<file path="src/oelr_pkg.sv">
// Types and codes shared by the error log ring modules.
`default_nettype none

package oelr_pkg;

   // Request kinds carried in req_type.
   typedef enum logic {
      REQ_WRITE = 1'b0,
      REQ_READ  = 1'b1
   } oelr_req_kind_type;

   // One input transaction.
   typedef struct packed {
      logic        req_type;
      logic [63:0] time_stamp;
      logic [31:0] error_code_in;
      logic [63:0] error_word_in;
   } oelr_req_type;

   // One result transaction.
   typedef struct packed {
      logic        entry_valid;
      logic        is_overflow;
      logic [63:0] time_out;
      logic [31:0] error_code_out;
      logic [63:0] error_word_out;
   } oelr_rsp_type;

   // One stored ring entry (also used for the overflow record).
   typedef struct packed {
      logic [63:0] time_stamp;
      logic [31:0] fault_code;
      logic [63:0] error_word;
   } oelr_entry_type;

   // Response control from the pointer logic to the output stage.
   typedef struct packed {
      logic valid;
      logic entry_valid;
      logic is_overflow;
   } oelr_rsp_ctl_type;

endpackage

`default_nettype wire

</file>
<file path="src/oelr_ctrl.sv">
// Write/read counts, slot pointers, overflow register and response control.
`default_nettype none

module oelr_ctrl #(
   parameter int DEPTH = 64,
   parameter int AW    = 6
) (
   input  wire logic                     clock,
   input  wire logic                     reset,
   input  wire logic                     accept,
   input  wire oelr_pkg::oelr_req_type   req,
   input  wire logic                     csr_write,
   input  wire logic [31:0]              csr_data,
   output logic                          wr_en,
   output logic [AW-1:0]                 wr_addr,
   output oelr_pkg::oelr_entry_type      wr_data,
   output logic                          rd_en,
   output logic [AW-1:0]                 rd_addr,
   output oelr_pkg::oelr_rsp_ctl_type    rsp_ctl,
   output oelr_pkg::oelr_entry_type      ovf_rec
);

   // 2^32 mod DEPTH: slot offset picked up when a count wraps below zero
   localparam int unsigned WRAP_OFS = int'((64'd1 << 32) % DEPTH);
   localparam logic [31:0] DEPTH32  = 32'(DEPTH);

   logic [31:0]               writes_ff, writes_in;
   logic [31:0]               reads_ff, reads_in;
   logic [AW-1:0]             wr_slot_ff, wr_slot_in;
   logic [AW-1:0]             rd_slot_ff, rd_slot_in;
   logic [31:0]               ovf_code_ff;
   oelr_pkg::oelr_rsp_ctl_type rsp_ctl_ff, rsp_ctl_in;
   oelr_pkg::oelr_entry_type  ovf_rec_ff;

   logic [31:0]   diff;
   logic          is_empty;
   logic          is_lost;
   logic          is_write;
   logic          is_read;
   logic [AW:0]   lost_sum;
   logic [AW-1:0] lost_slot;

   // next slot for a count step; a 32-bit count wrap restarts at slot zero
   function automatic logic [AW-1:0] next_slot(input logic [AW-1:0] slot,
                                                input logic [31:0] count);
      logic [AW-1:0] nxt;
      if (count == '1 || slot == AW'(DEPTH - 1)) begin
         nxt = '0;
      end else begin
         nxt = slot + 1'b1;
      end
      return nxt;
   endfunction

   assign is_write = accept && (req.req_type == oelr_pkg::REQ_WRITE);
   assign is_read  = accept && (req.req_type == oelr_pkg::REQ_READ);
   assign diff     = writes_ff - reads_ff;
   assign is_empty = (diff == '0);
   assign is_lost  = (diff > DEPTH32);

   // slot of writes - DEPTH; adds 2^32 mod DEPTH when that subtraction wraps
   assign lost_sum = {1'b0, wr_slot_ff} + (AW+1)'(WRAP_OFS);
   always_comb begin
      if (writes_ff >= DEPTH32) begin
         lost_slot = wr_slot_ff;
      end else if (lost_sum >= (AW+1)'(DEPTH)) begin
         lost_slot = AW'(lost_sum - (AW+1)'(DEPTH));
      end else begin
         lost_slot = lost_sum[AW-1:0];
      end
   end

   // next state of counts and pointers
   always_comb begin
      writes_in  = writes_ff;
      wr_slot_in = wr_slot_ff;
      reads_in   = reads_ff;
      rd_slot_in = rd_slot_ff;
      rsp_ctl_in.valid       = is_read;
      rsp_ctl_in.entry_valid = !is_empty;
      rsp_ctl_in.is_overflow = is_lost;
      if (is_write) begin
         writes_in  = writes_ff + 1'b1;
         wr_slot_in = next_slot(wr_slot_ff, writes_ff);
      end
      if (is_read && !is_empty) begin
         if (is_lost) begin
            reads_in   = writes_ff - DEPTH32;
            rd_slot_in = lost_slot;
         end else begin
            reads_in   = reads_ff + 1'b1;
            rd_slot_in = next_slot(rd_slot_ff, reads_ff);
         end
      end
   end

   // control registers
   always_ff @(posedge clock) begin
      if (reset) begin
         writes_ff   <= '0;
         reads_ff    <= '0;
         wr_slot_ff  <= '0;
         rd_slot_ff  <= '0;
         ovf_code_ff <= '0;
         rsp_ctl_ff  <= '0;
      end else begin
         writes_ff  <= writes_in;
         reads_ff   <= reads_in;
         wr_slot_ff <= wr_slot_in;
         rd_slot_ff <= rd_slot_in;
         rsp_ctl_ff <= rsp_ctl_in;
         if (csr_write) begin
            ovf_code_ff <= csr_data;
         end
      end
   end

   // overflow record payload, captured with the read
   always_ff @(posedge clock) begin
      if (is_read) begin
         ovf_rec_ff.time_stamp <= req.time_stamp;
         ovf_rec_ff.fault_code <= ovf_code_ff;
         ovf_rec_ff.error_word <= {32'd0, diff - DEPTH32};
      end
   end

   // memory port drive
   assign wr_en   = is_write;
   assign wr_addr = wr_slot_ff;
   assign wr_data.time_stamp = req.time_stamp;
   assign wr_data.fault_code = req.error_code_in;
   assign wr_data.error_word = req.error_word_in;
   assign rd_en   = is_read && !is_empty && !is_lost;
   assign rd_addr = rd_slot_ff;
   assign rsp_ctl = rsp_ctl_ff;
   assign ovf_rec = ovf_rec_ff;

endmodule

`default_nettype wire

</file>
<file path="config.mk">
export PLATFORM = sky130hd
export DESIGN_NAME = oelr_ctrl
export DESIGN_NICKNAME = d
export VERILOG_FILES = /design/src/oelr_pkg.sv /design/src/oelr_ctrl.sv
export SDC_FILE = /design/constraint.sdc
export NUM_CORES = 1
export LEC_CHECK = 0
export BUFFER_PORTS_ARGS = -buffer_cell sky130_fd_sc_hd__buf_2
export CAP_MARGIN = 25
export CORE_AREA = 2 2 209 211
export CTS_CLUSTER_SIZE = 24
export DETAILED_ROUTE_END_ITERATION = 16
export DIE_AREA = 0 0 211 213
export PLACE_DENSITY = 0.61
export SLEW_MARGIN = 20
export SYNTH_ARGS = -nofsm -noshare
export SYNTH_HDL_FRONTEND = slang
export SYNTH_SLANG_ARGS = --single-unit
</file>
<file path="constraint.sdc">
create_clock -name clock -period 5.3 [get_ports clock]
set_input_delay 0.265 -clock clock [delete_from_list [all_inputs] [get_ports clock]]
set_output_delay 0.265 -clock clock [all_outputs]
set_load 0.01 [all_outputs]
</file>
Word-level counts from Yosys, hierarchy flattened
Index checks and enable logic that the tools add are counted.

Add/subtract/negate cells: 8. $lt $le $gt $ge: 3. Eq/ne operators: 4. Muxes and demuxes: 6. Bitwise gates (word level): 1. Reduce and logical (&&, ||, !) cells: 9.

Operators by type and width (number): adder 32 x 1 -> 32 bit, second input constant (2); == test 32 bit, second input constant (2); subtractor 32 x 7 -> 32 bit, second input constant (2); greater-or-equal comparator 32 x 7 -> 1 bit, second input constant (1); greater-than comparator 32 x 7 -> 1 bit, second input constant (1); logical NOT 32 bit (1); two-way mux 32 bit (1); subtractor 32 bit (1); two-way mux 6 bit (5); adder 6 x 1 -> 6 bit, second input constant (2); == test 6 bit, second input constant (2); greater-or-equal comparator 6 x 7 -> 1 bit, second input constant (1); subtractor 6 x 1 -> 6 bit, second input constant (1); logical AND 1 bit (4); logical NOT 1 bit (2); logical OR 1 bit (2); NOT 1 bit (1).

Register bits after elaboration: 239. Bits of input ports: 197. Output and inout port bits: 337. Word-level logic and storage cells: 42.

Logic depth before layout (Yosys ltp)
Gate-level depths: netlist of the first run.

Word-level depth: 5. Mapped depth: 18. Mapped depth without buffers: 16.

Worst setup path before layout of the first run
No wires, ideal clock.

Path type: register to register. From: register writes_ff[0]. To: register reads_ff[13]. Setup time: 139 ps. Data arrival time: 3699 ps. Required time: 5161 ps. Path slack: 1462 ps. Stages on the path, launching flop included: 18. Path buffers: 2. Clock period less this slack: 3838 ps. Cells stage by stage: dfxtp_1 -> inv_1 -> ha_1 -> fa_1 -> nand2b_1 -> a21oi_1 -> nor2_1 -> xnor2_1 -> ha_1 -> inv_1 -> o41a_1 -> or2_2 -> nor3_4 -> and3_1 -> buf_6 -> buf_12 -> mux2i_1 -> o32ai_2.

Longest elaborated chain between the ends: 4. Elaborated cells between the ends (all ways): 7. Those cells by class: add/sub (2); order compare (1); mux (1); reduce/logical (3).

RTL lines: from (decl) (RTL line oelr_ctrl.sv:27) `logic [31:0] writes_ff, writes_in;`; from (signal assigned) (RTL line oelr_ctrl.sv:107) `writes_ff <= writes_in;`; parallel branches: the longest is 4 deep, another holds subtractor 32 bit; to (signal assigned) (RTL line oelr_ctrl.sv:108) `reads_ff <= reads_in;`; to (decl) (RTL line oelr_ctrl.sv:28) `logic [31:0] reads_ff, reads_in;`.

Parallel ways; which one is timed is not known. A chain may end at the register's enable or synchronous reset.

Worst setup path in the final report of the first run
From: register reads_ff[4]. To: output rd_en.

Longest elaborated chain between the ends: 5. Elaborated cells between the ends (all ways): 7. Those cells by class: add/sub (1); order compare (1); reduce/logical (5).

RTL lines: subtractor 32 bit * (RTL line oelr_ctrl.sv:57) `assign diff = writes_ff - reads_ff;`; parallel branches: the longest is 3 deep, another holds greater-than comparator 32 x 7 -> 1 bit; logical AND 1 bit * (RTL line oelr_ctrl.sv:133) `assign rd_en = is_read && !is_empty && !is_lost;`; to (decl) (RTL line oelr_ctrl.sv:17) `output logic rd_en,`.

Mark *: on every way between the ends.

==> metrics, run 1 <==
CTS Buf Count 25; maximum number of pins on one net before global-route repair 77; VDD IR max 0.0001934 V; routability congestion estimate from global placement 0.9052; share of cells above drive strength 1 24.73%; DP Cell Count 2080; Register Area 6066 µm²; Crit. End Element output port; Leak 6.777 nW; pwr/cell area 278.2 nW/µm²; Synth Cell Area 13960 µm²; crit path cell chain inv_1 -> ha_1 -> o211ai_1 -> a21oi_1 -> nor2_1 -> o21ai_0 -> xnor2_1 -> ha_1 -> inv_1 -> o41a_1 -> or2_2 -> nor3_4 -> nand3_4 -> nor2_1 -> buf_2; status finished clean; # nets final 1894; final period utilization 92.31%; Post-synth top flop edfxtp_1; first-pass GRT wire length 64.43 mm; H-tree levels 1; maximum clock insertion buffer count 3; Die Height 213 µm; Max Cap Viol 0; hold endpoint ovf_rec[142]; Setup CP Type reg2out; WHS Path Cells 1; worst path required time 5.04 ns; Synth-to-Final Area Change 18.31%; Seq/Total Area, Yosys 43.44%; fin cells 2220; Final min period 4.892 ns; Avg Inst Size Synth 9.786 µm²; DPL Wire Length 32.76 mm; worst-case clock skew 0.01869 ns; vias per cell 5.072; n_diodes 0; Initial Util 32.71%; DR vias 11260; Startpoint Class flop; R2R Setup Slk 0.55 ns; Slew @ Worst Pin 1.013 ns; Warnings, synthesis 0; number of antenna violations at the first check in global routing 0; endpoints failing hold 0; R2R Path End reads_ff[29]; hold path start req[142]; # IOs 534; Crit Path Max Fanout 21; WP data arrival 4.63 ns; Crit-path slowest cell o41a_1; GR Overflow Total 0; r2r startpoint reads_ff[4]; Cells after Synth 1427; Core Area 42700 µm²; Final Max Tran Viols 0; CTS tree built; Buffers on Ports 309; crit-path max cell delay 0.46 ns; Hold/Removal Path Class in2reg; Final setup viols 0; filler cell count 4152; routed wire length 43.04 mm; flops & latches, synth 239; Post-route DRC 0; total track usage 18.29%; DRT Pass-1 Iters 7; RSZ-0062 raised after global routing no; Die Footprint 44940 µm²; Worst Reg-to-Reg Cells 16; Final ANT Viol Nets 0; relative slew slack 32.46%; row count 76; clk sinks 239; 1st-iter DRT viols 691; post-synthesis async set-or-reset flop share 0%; WL/cell 19.39 µm; clock slew at reported path FFs 0.06 ns; post-synth cell types 85; worst-skew pair later-pin latency 0.55 ns; EDFF count, synth 128; multi-input logic area 6081 µm²; final setup TNS 0 ns; top achievable clock speed 204.4 MHz; Die Width 211 µm; vias in the first global route 11064; clk root buf clkbuf_16
==> cells by family after synthesis <==
kind of cell | after synthesis | share of synthesized area (%)
and+or+nand+nor | 439 | 15.54
other | 1 | 0.02685
AOI/OAI and AO/OA | 248 | 13.03
adders and majority gates | 41 | 3.727
DFF | 239 | 43.44
muxes | 62 | 4.489
xor gates and xnor gates | 91 | 5.707
buffers and inverters | 306 | 14.05
==> layout by cell type, fill, tap and decap left out, drive strengths merged, types with 48 or more instances in the layout <==
cell         instances
o21ai               48
edfxtp             128
nand2               95
dfxtp              111
inv                 61
mux2i               57
dlygate4sd3         93
xor2                53
a21oi               75
nor2               139
buf                326
==> critical path, delay by kind of cell, from the launching register on <==
family,cells,cell delay (ns)
adder cells (fa/ha/maj),2,0.61
buffers and inverters,3,0.31
AO/OA/AOI/OAI,4,1.25
AND/OR/NAND/NOR,5,1.28
flip-flops,1,0.39
XOR/XNOR,1,0.26
==> cells in the mapped netlist (4+ instances only) <==
cell type  instances  share of area, %
xor2_1            53               3.3
nand2b_1          10              0.45
nand4_1           26               1.2
clkbuf_1          33              0.89
nand2_1           95               2.6
or3_1             20              0.90
mux2_2             4              0.32
inv_1             57               1.5
nand3_1           42               1.5
buf_4            197                11
and3_1            10              0.45
buf_6              4              0.32
mux2i_1           57               4.1
a21oi_1           73               2.6
buf_2              9              0.32
o32ai_2           18               2.1
a21boi_0           4              0.22
o32ai_1            5              0.31
nor4_1            11              0.49
or4_1              9              0.48
a31oi_1           10              0.45
o21ai_1            5              0.18
o211ai_1          11              0.59
a221oi_2           4              0.43
nor2_1           139               3.7
o31ai_1            8              0.43
dfxtp_1          111                16
xnor2_1           38               2.4
edfxtp_1         128                28
a211oi_1           5              0.27
and2_1            11              0.49
and4_1             4              0.25
nor3_1            31               1.1
ha_1              40               3.6
or2_2              6              0.27
nor2b_1            7              0.31
o21ai_0           43               1.5
o21a_1             6              0.32
o221ai_1           7              0.44
a21o_1            13              0.70
==> report_power, final <==
| group | leakage, nW | switching (mW) | total (mW) | internal, mW |
|---|---|---|---|---|
| logic | 4.28 | 0.419 | 0.696 | 0.276 |
| clock network | 0.396 | 0.761 | 1.79 | 1.03 |
| registers | 2.10 | 0.0412 | 2.11 | 2.07 |
| total | 6.78 | 1.22 | 4.60 | 3.38 |
==> how the worst max path moves through the flow <==
stage / startpoint / end / slack [ns]
finish: reads_ff[4] / rd_en / 0.41
global route: writes_ff[0] / rd_en / 0.01
CTS: writes_ff[0] / rd_en / 0.11
detailed placement: writes_ff[0] / reads_ff[29] / 0.35
global placement: writes_ff[0] / reads_ff[3] / 0.57
floorplan: writes_ff[0] / reads_ff[13] / 1.46
==> metal layers <==
layer,global-route usage (%),vias to the layer above,part of all wire (%)
met5,0,-,0
met1,20.09,5289,38
met4,10.17,0,5.3
met2,33.43,502,50
li1,-,5331,-
met3,3.148,138,7.0
==> registers in the layout, indices dropped and copies added, names as in the netlist <==
name	flops
rsp_ctl	3
writes_ff	32
ovf_code_ff	32
reads_ff	32
wr_addr	6
rd_addr	6
ovf_rec	128
==> final cells by class <==
cell class	instances	share of cell area, %
Clock buffer	29	3.938
Tap cell	546	4.135
Sequential cell	239	36.71
Inverter	58	1.333
Timing Repair Buffer	419	16.01
Multi-Input combinational cell	913	36.80
Clock inverter	16	1.068
==> per-stage QoR <==
stage | power [mW] | setup WS [ns] | utilization (%) | hold slack (ns) | instance area [µm²]
6_report | 4.596 | 0.4075 | 38.70 | 0.03758 | 16520
5_1_grt | 4.795 | 0.01313 | 38.70 | 0.02361 | 16520
4_1_cts | 4.647 | 0.1055 | 38.61 | 0.02700 | 16490
3_5_place_dp | 2.782 | 0.3506 | 34.47 | 0.4140 | 14720
3_3_place_gp | 2.776 | 0.5661 | 34.47 | 0.4101 | 14720
2_1_floorplan | 2.653 | 1.462 | - | 0.3639 | 14080
==> repair_timing <==
action / in CTS / in global routing
endpoints found under the setup margin: 1 / 1
endpoints found under the hold margin: 93 / 0
pin swaps: 0 / 1
hold buffers: 93 / 0
gates resized for setup: 2 / 1
buffers inserted: 0 / 2
(Power assumes the default switching activity.)
==> inputs of run 2 (changes only) <==
--- a/config.mk
+++ b/config.mk
@@ -11,7 +11,7 @@
 export CTS_CLUSTER_SIZE = 24
 export DETAILED_ROUTE_END_ITERATION = 16
 export DIE_AREA = 0 0 211 213
-export PLACE_DENSITY = 0.61
+export PLACE_DENSITY = 0.56
 export SLEW_MARGIN = 20
 export SYNTH_ARGS = -nofsm -noshare
 export SYNTH_HDL_FRONTEND = slang
==> run 2 against run 1 <==
  * Flip-flop and latch count did not move
  * Power increased by 0.45%
  * Hold slack got worse by 0.031 ns
==> metrics, run 2 (synthesis results as in run 1) <==
status finished clean; hold path start req[135]; final setup TNS 0 ns; r2r startpoint writes_ff[0]; Die Footprint 44940 µm²; most frequent cells in the layout buf_2, nor2_1, edfxtp_1, dfxtp_1, nand2_1; Buffers on Ports 309; Die Width 211 µm; Post-CTS Setup Bufs 0; relative slew slack 31.97%; Hold/Removal Path Class in2reg; CTS Buf Count 26; first-pass GRT wire length 64.55 mm; 1st-iter DRT viols 724; # IOs 534; WL/cell 19.59 µm; Core Area 42700 µm²; crit path cell chain inv_1 -> ha_1 -> fa_1 -> nand2b_1 -> a21oi_2 -> o21ai_0 -> nand2_1 -> mux2i_1 -> nand4_2 -> nor4_4 -> buf_4 -> nand3_4 -> nor2_1 -> buf_2; DRT Pass-1 Iters 5; Max Cap Viol 0; Clock power frac 39.4%; routability congestion estimate from global placement 0.9017; final period utilization 93.38%; Final Max Tran Viols 0; endpoints failing hold 0; top achievable clock speed 202.1 MHz; crit-path max cell delay 0.59 ns; maximum clock insertion buffer count 3; share of cells above drive strength 1 25.00%; setup ws final 0.3507 ns; Crit. path cell count 14; clock slew at reported path FFs 0.06 ns; most common cell after layout, fill and taps aside buf_2; H-tree levels 1; worst path required time 5.04 ns; Final ANT Viol Nets 0; Crit path max-delay family simple AND/OR/NAND/NOR gates; Crit. End Element output port; R2R Setup Slk 0.68 ns; vias per cell 5.060; Final min period 4.949 ns; Leak 6.813 nW; GR Overflow Total 0; Slew @ Worst Pin 1.020 ns; clk sinks 239; Die Height 213 µm; Setup CP Type reg2out; DP Cell Count 2088; R2R Path End reads_ff[6]; total power 4.617 mW; maximum number of pins on one net before global-route repair 91; Power Internal 3.383 mW; Startpoint Class flop; Sw Pwr 1.234 mW; number of antenna violations at the first check in global routing 2; CTS tree built; max reg flops 128; Sequential Power Share 45.6%; worst-case clock skew 0.009917 ns; DPL Wire Length 33.16 mm; WP buf/inv 3; DR vias 11269; WHS 0.006669 ns; Crit Path Max Fanout 21; fin cells 2227; worst-skew pair later-pin latency 0.56 ns; row count 76; VDD IR max 0.0001907 V; Net Sw Frac 26.72%; hold endpoint ovf_rec[135]; # nets final 1901; Worst Reg-to-Reg Cells 16; Synth-to-Final Area Change 18.64%; pwr/cell area 278.7 nW/µm²; routed wire length 43.63 mm; RSZ-0062 raised after global routing no; Post-route DRC 0; vias in the first global route 11074; Crit-path slowest cell nor4_4; WP data arrival 4.68 ns; Setup WS pre-CTS 0.4706 ns; clk root buf clkbuf_16; filler cell count 4165; Final setup viols 0; total track usage 18.48%; Initial Util 32.71%; Comb power frac 15.0%; WHS Path Cells 1
[run 2: changes by cell type in the layout (fill, tap and decap cells not counted), moves of 2 or more]
cell      previous run  this run
clkinv_1             5         7
clkinv_2             2         4
buf_4               15        23
buf_12               3         1
[run 2: cell type report]
cell class              count  area, µm²  area share, %
clock buffers              28      658.1          3.973
diodes                      1      2.502        0.01510
clock inverters            17      182.7          1.103
repair buffers            425       2665          16.09
multi-input cells         913       6087          36.74
flip-flops and latches    239       6066          36.61
inverters                  58      222.7          1.344
well taps                 546      683.2          4.124
[run 2: stage by stage]
stage / cell area (µm²) / utilization [%]
2_1_floorplan: 14080 / -
3_5_place_dp: 14770 / 34.59
6_report: 16570 / 38.80
5_1_grt: 16570 / 38.80
3_3_place_gp: 14770 / 34.59
4_1_cts: 16540 / 38.74
[run 2: routing by layer]
layer | vias up | wire length, µm | global-route usage, %
met1 | 5336 | 16530 | 19.93
met2 | 459 | 22300 | 34.53
met5 | - | 13 | 0
met3 | 124 | 2994 | 3.765
li1 | 5348 | - | -
met4 | 2 | 1788 | 8.669
[run 2: how the worst max path moves through the flow]
stage,startpoint,endpoint,slack [ns]
finish,writes_ff[0],rd_en,0.35
global placement,writes_ff[0],reads_ff[0],0.63
floorplan,writes_ff[0],reads_ff[13],1.46
detailed placement,writes_ff[0],reads_ff[0],0.47
CTS,writes_ff[0],rd_en,0.16
global route,writes_ff[0],rd_en,0.03
[run 2: repair_timing]
item,CTS,global route
pin swaps,0,0
cloned,0,0
hold endpoints to repair,93,0
gates resized for setup,1,3
endpoints found under the setup margin,1,1
hold buffers,93,0
[run 2: power by group through the flow]
| stage | combinational, mW | sequential, mW | clock, mW |
|---|---|---|---|
| after global placement | 0.631 | 2.14 | 0 |
| after global routing | 0.757 | 2.12 | 1.94 |
| after CTS | 0.692 | 2.11 | 1.86 |
| after floorplan | 0.472 | 2.18 | 0 |
| final | 0.691 | 2.11 | 1.82 |
| after detailed placement | 0.634 | 2.15 | 0 |
==> inputs of run 3 (changes only) <==
--- a/config.mk
+++ b/config.mk
@@ -7,11 +7,12 @@
 export LEC_CHECK = 0
 export BUFFER_PORTS_ARGS = -buffer_cell sky130_fd_sc_hd__buf_2
 export CAP_MARGIN = 25
-export CORE_AREA = 2 2 209 211
+export CORE_MARGIN = 2
+export CORE_UTILIZATION = 30
 export CTS_CLUSTER_SIZE = 24
 export DETAILED_ROUTE_END_ITERATION = 16
-export DIE_AREA = 0 0 211 213
-export PLACE_DENSITY = 0.56
+export GPL_TIMING_DRIVEN = 0
+export PLACE_DENSITY = 0.52
 export SLEW_MARGIN = 20
 export SYNTH_ARGS = -nofsm -noshare
 export SYNTH_HDL_FRONTEND = slang
==> run 3 against run 2 <==
  * Sequential share of layout area fell by 4.4 points
  * Clock-buffer cell count rose by 6
  * Clock skew rose by 0.0015 ns
  * Clock power rose by 3%
  * Die area rose by 7.4%
  * Utilization rose by 1.9 points
  * Setup slack got worse by 0.074 ns
  * Power rose by 5.1%
  * Global-route usage fell by 0.46 points
  * Largest cell class unchanged
  * Largest power group unchanged
==> metrics, run 3 (synthesis results as in run 1) <==
# nets final 2226; row count 79; most frequent cells in the layout buf_2, buf_4, nor2_1, edfxtp_1, dfxtp_1; Buffers on Ports 403; clk sinks 239; clk root buf clkbuf_16; endpoints failing hold 0; Core Area 46260 µm²; most common cell after layout, fill and taps aside buf_2; maximum number of pins on one net before global-route repair 101; vias per cell 4.737; Die Height 219.8 µm; vias in the first global route 11824; max reg flops 128; share of cells above drive strength 1 35.63%; WL/cell 17.63 µm; 1st-iter DRT viols 669; Hold/Removal Path Class in2reg; first-pass GRT wire length 67.36 mm; n_diodes 0; R2R Path End reads_ff[15]; # IOs 534; H-tree levels 1; clock slew at reported path FFs 0.06 ns; routability congestion estimate from global placement 0.9097; WHS Path Cells 1; Post-route DRC 0; Final Max Tran Viols 0; CTS Buf Count 26; R2R Setup Slk 0.68 ns; hold path start req[154]; DR vias 12383; worst-skew pair later-pin latency 0.55 ns; Final setup viols 0; Crit. End Element output port; GR Overflow Total 0; Startpoint Class flop; top achievable clock speed 199.1 MHz; Worst Reg-to-Reg Cells 18; final period utilization 94.79%; DP Cell Count 2470; worst path required time 5.04 ns; Die Width 219.8 µm; Setup CP Type reg2out; cell area after layout 18810 µm²; CTS tree built; placed instance area 16900 µm²; Max Cap Viol 0; WP data arrival 4.76 ns; Synth-to-Final Area Change 34.67%; RSZ-0062 raised after global routing no; Initial Util 30.19%; total track usage 18.02%; Crit Path Max Fanout 10; status finished clean; DPL Wire Length 36.06 mm; Slew @ Worst Pin 0.8881 ns; relative slew slack 40.80%; r2r startpoint writes_ff[0]; number of antenna violations at the first check in global routing 0; filler cell count 4564; pwr/cell area 258.1 nW/µm²; fin cells 2614; VDD IR max 0.0002318 V; Final ANT Viol Nets 0; maximum clock insertion buffer count 3; routed wire length 46.09 mm; Leak 8.236 nW; DRT Pass-1 Iters 5; Final min period 5.024 ns; hold endpoint ovf_rec[154]; Die Footprint 48290 µm²; worst-case clock skew 0.01140 ns
[run 3: cell types whose count changed in the layout (fill, tap and decap cells not counted), moves of 3 or more]
cell / previous run / this run
buf_2: 308 / 411
buf_1: 0 / 3
clkinv_1: 7 / 3
buf_6: 0 / 4
buf_4: 23 / 202
clkbuf_1: 2 / 38
[run 3: how the worst max path moves through the flow]
stage | from | end | slack (ns)
floorplan | writes_ff[0] | reads_ff[13] | 1.46
global placement | accept | reads_ff[21] | -0.35
detailed placement | reads_ff[19] | rd_en | 0.09
CTS | writes_ff[0] | rd_en | 0.002
global route | reads_ff[17] | rd_en | 0.01
finish | reads_ff[26] | rd_en | 0.28
[run 3: per-layer routing]
metal	track usage, %	up-vias	routed length, µm
met5	0	-	0
met4	5.235	0	1184
met3	2.498	61	3011
met2	34.23	492	23540
met1	20.81	5831	18360
li1	-	5999	-
[run 3: critical path, stage by stage (launching register included)]
cell	delay [ns]
dfxtp_1	0.41
inv_1	0.13
ha_1	0.29
clkbuf_1	0.30
nand2_1	0.20
or3_1	0.47
a2111o_1	0.50
a31oi_1	0.32
xnor2_1	0.31
nor4_2	0.47
a31o_2	0.31
clkbuf_4	0.27
nor2_1	0.07
buf_2	0.16
[run 3: final cells by class]
class,count,area [µm²],area share (%)
Multi-Input combinational cell,913,6120,32.54
Sequential cell,239,6066,32.25
Timing Repair Buffer,503,3020,16.06
Buffer,247,1747,9.287
Tap cell,607,759.5,4.038
Clock buffer,34,690.7,3.672
Inverter,58,225.2,1.198
Clock inverter,13,178.9,0.9514
[run 3: stage by stage]
stage                     util, %  setup slack [ns]  setup TNS (ns)  power (mW)  hold WS, ns
after floorplan                 -             1.462               0       2.653       0.3639
after global placement      36.44           -0.3529         -0.3529       2.955       0.4097
after detailed placement    36.53           0.08663               0       2.956       0.4126
after CTS                   40.51          0.001762               0       4.898      0.01960
after global routing        40.66           0.01261               0       5.065    0.0002356
final                       40.66            0.2763               0       4.854      0.01251
[run 3: report_power, final]
part / total [mW] / internal, mW / switching (mW) / leakage [nW]
sequential: 2.11 / 2.07 / 0.0399 / 2.10
clock: 1.87 / 1.11 / 0.759 / 0.426
combinational: 0.875 / 0.395 / 0.480 / 5.71
total: 4.85 / 3.58 / 1.28 / 8.24
[run 3: what timing repair did]
| item | in CTS | in global routing |
|---|---|---|
| buffers inserted | 1 | 3 |
| hold buffers | 94 | 0 |
| setup endpoints to repair | 1 | 1 |
| hold endpoints to repair | 94 | 0 |
| gates resized for setup | 4 | 13 |
| pin swaps | 1 | 4 |
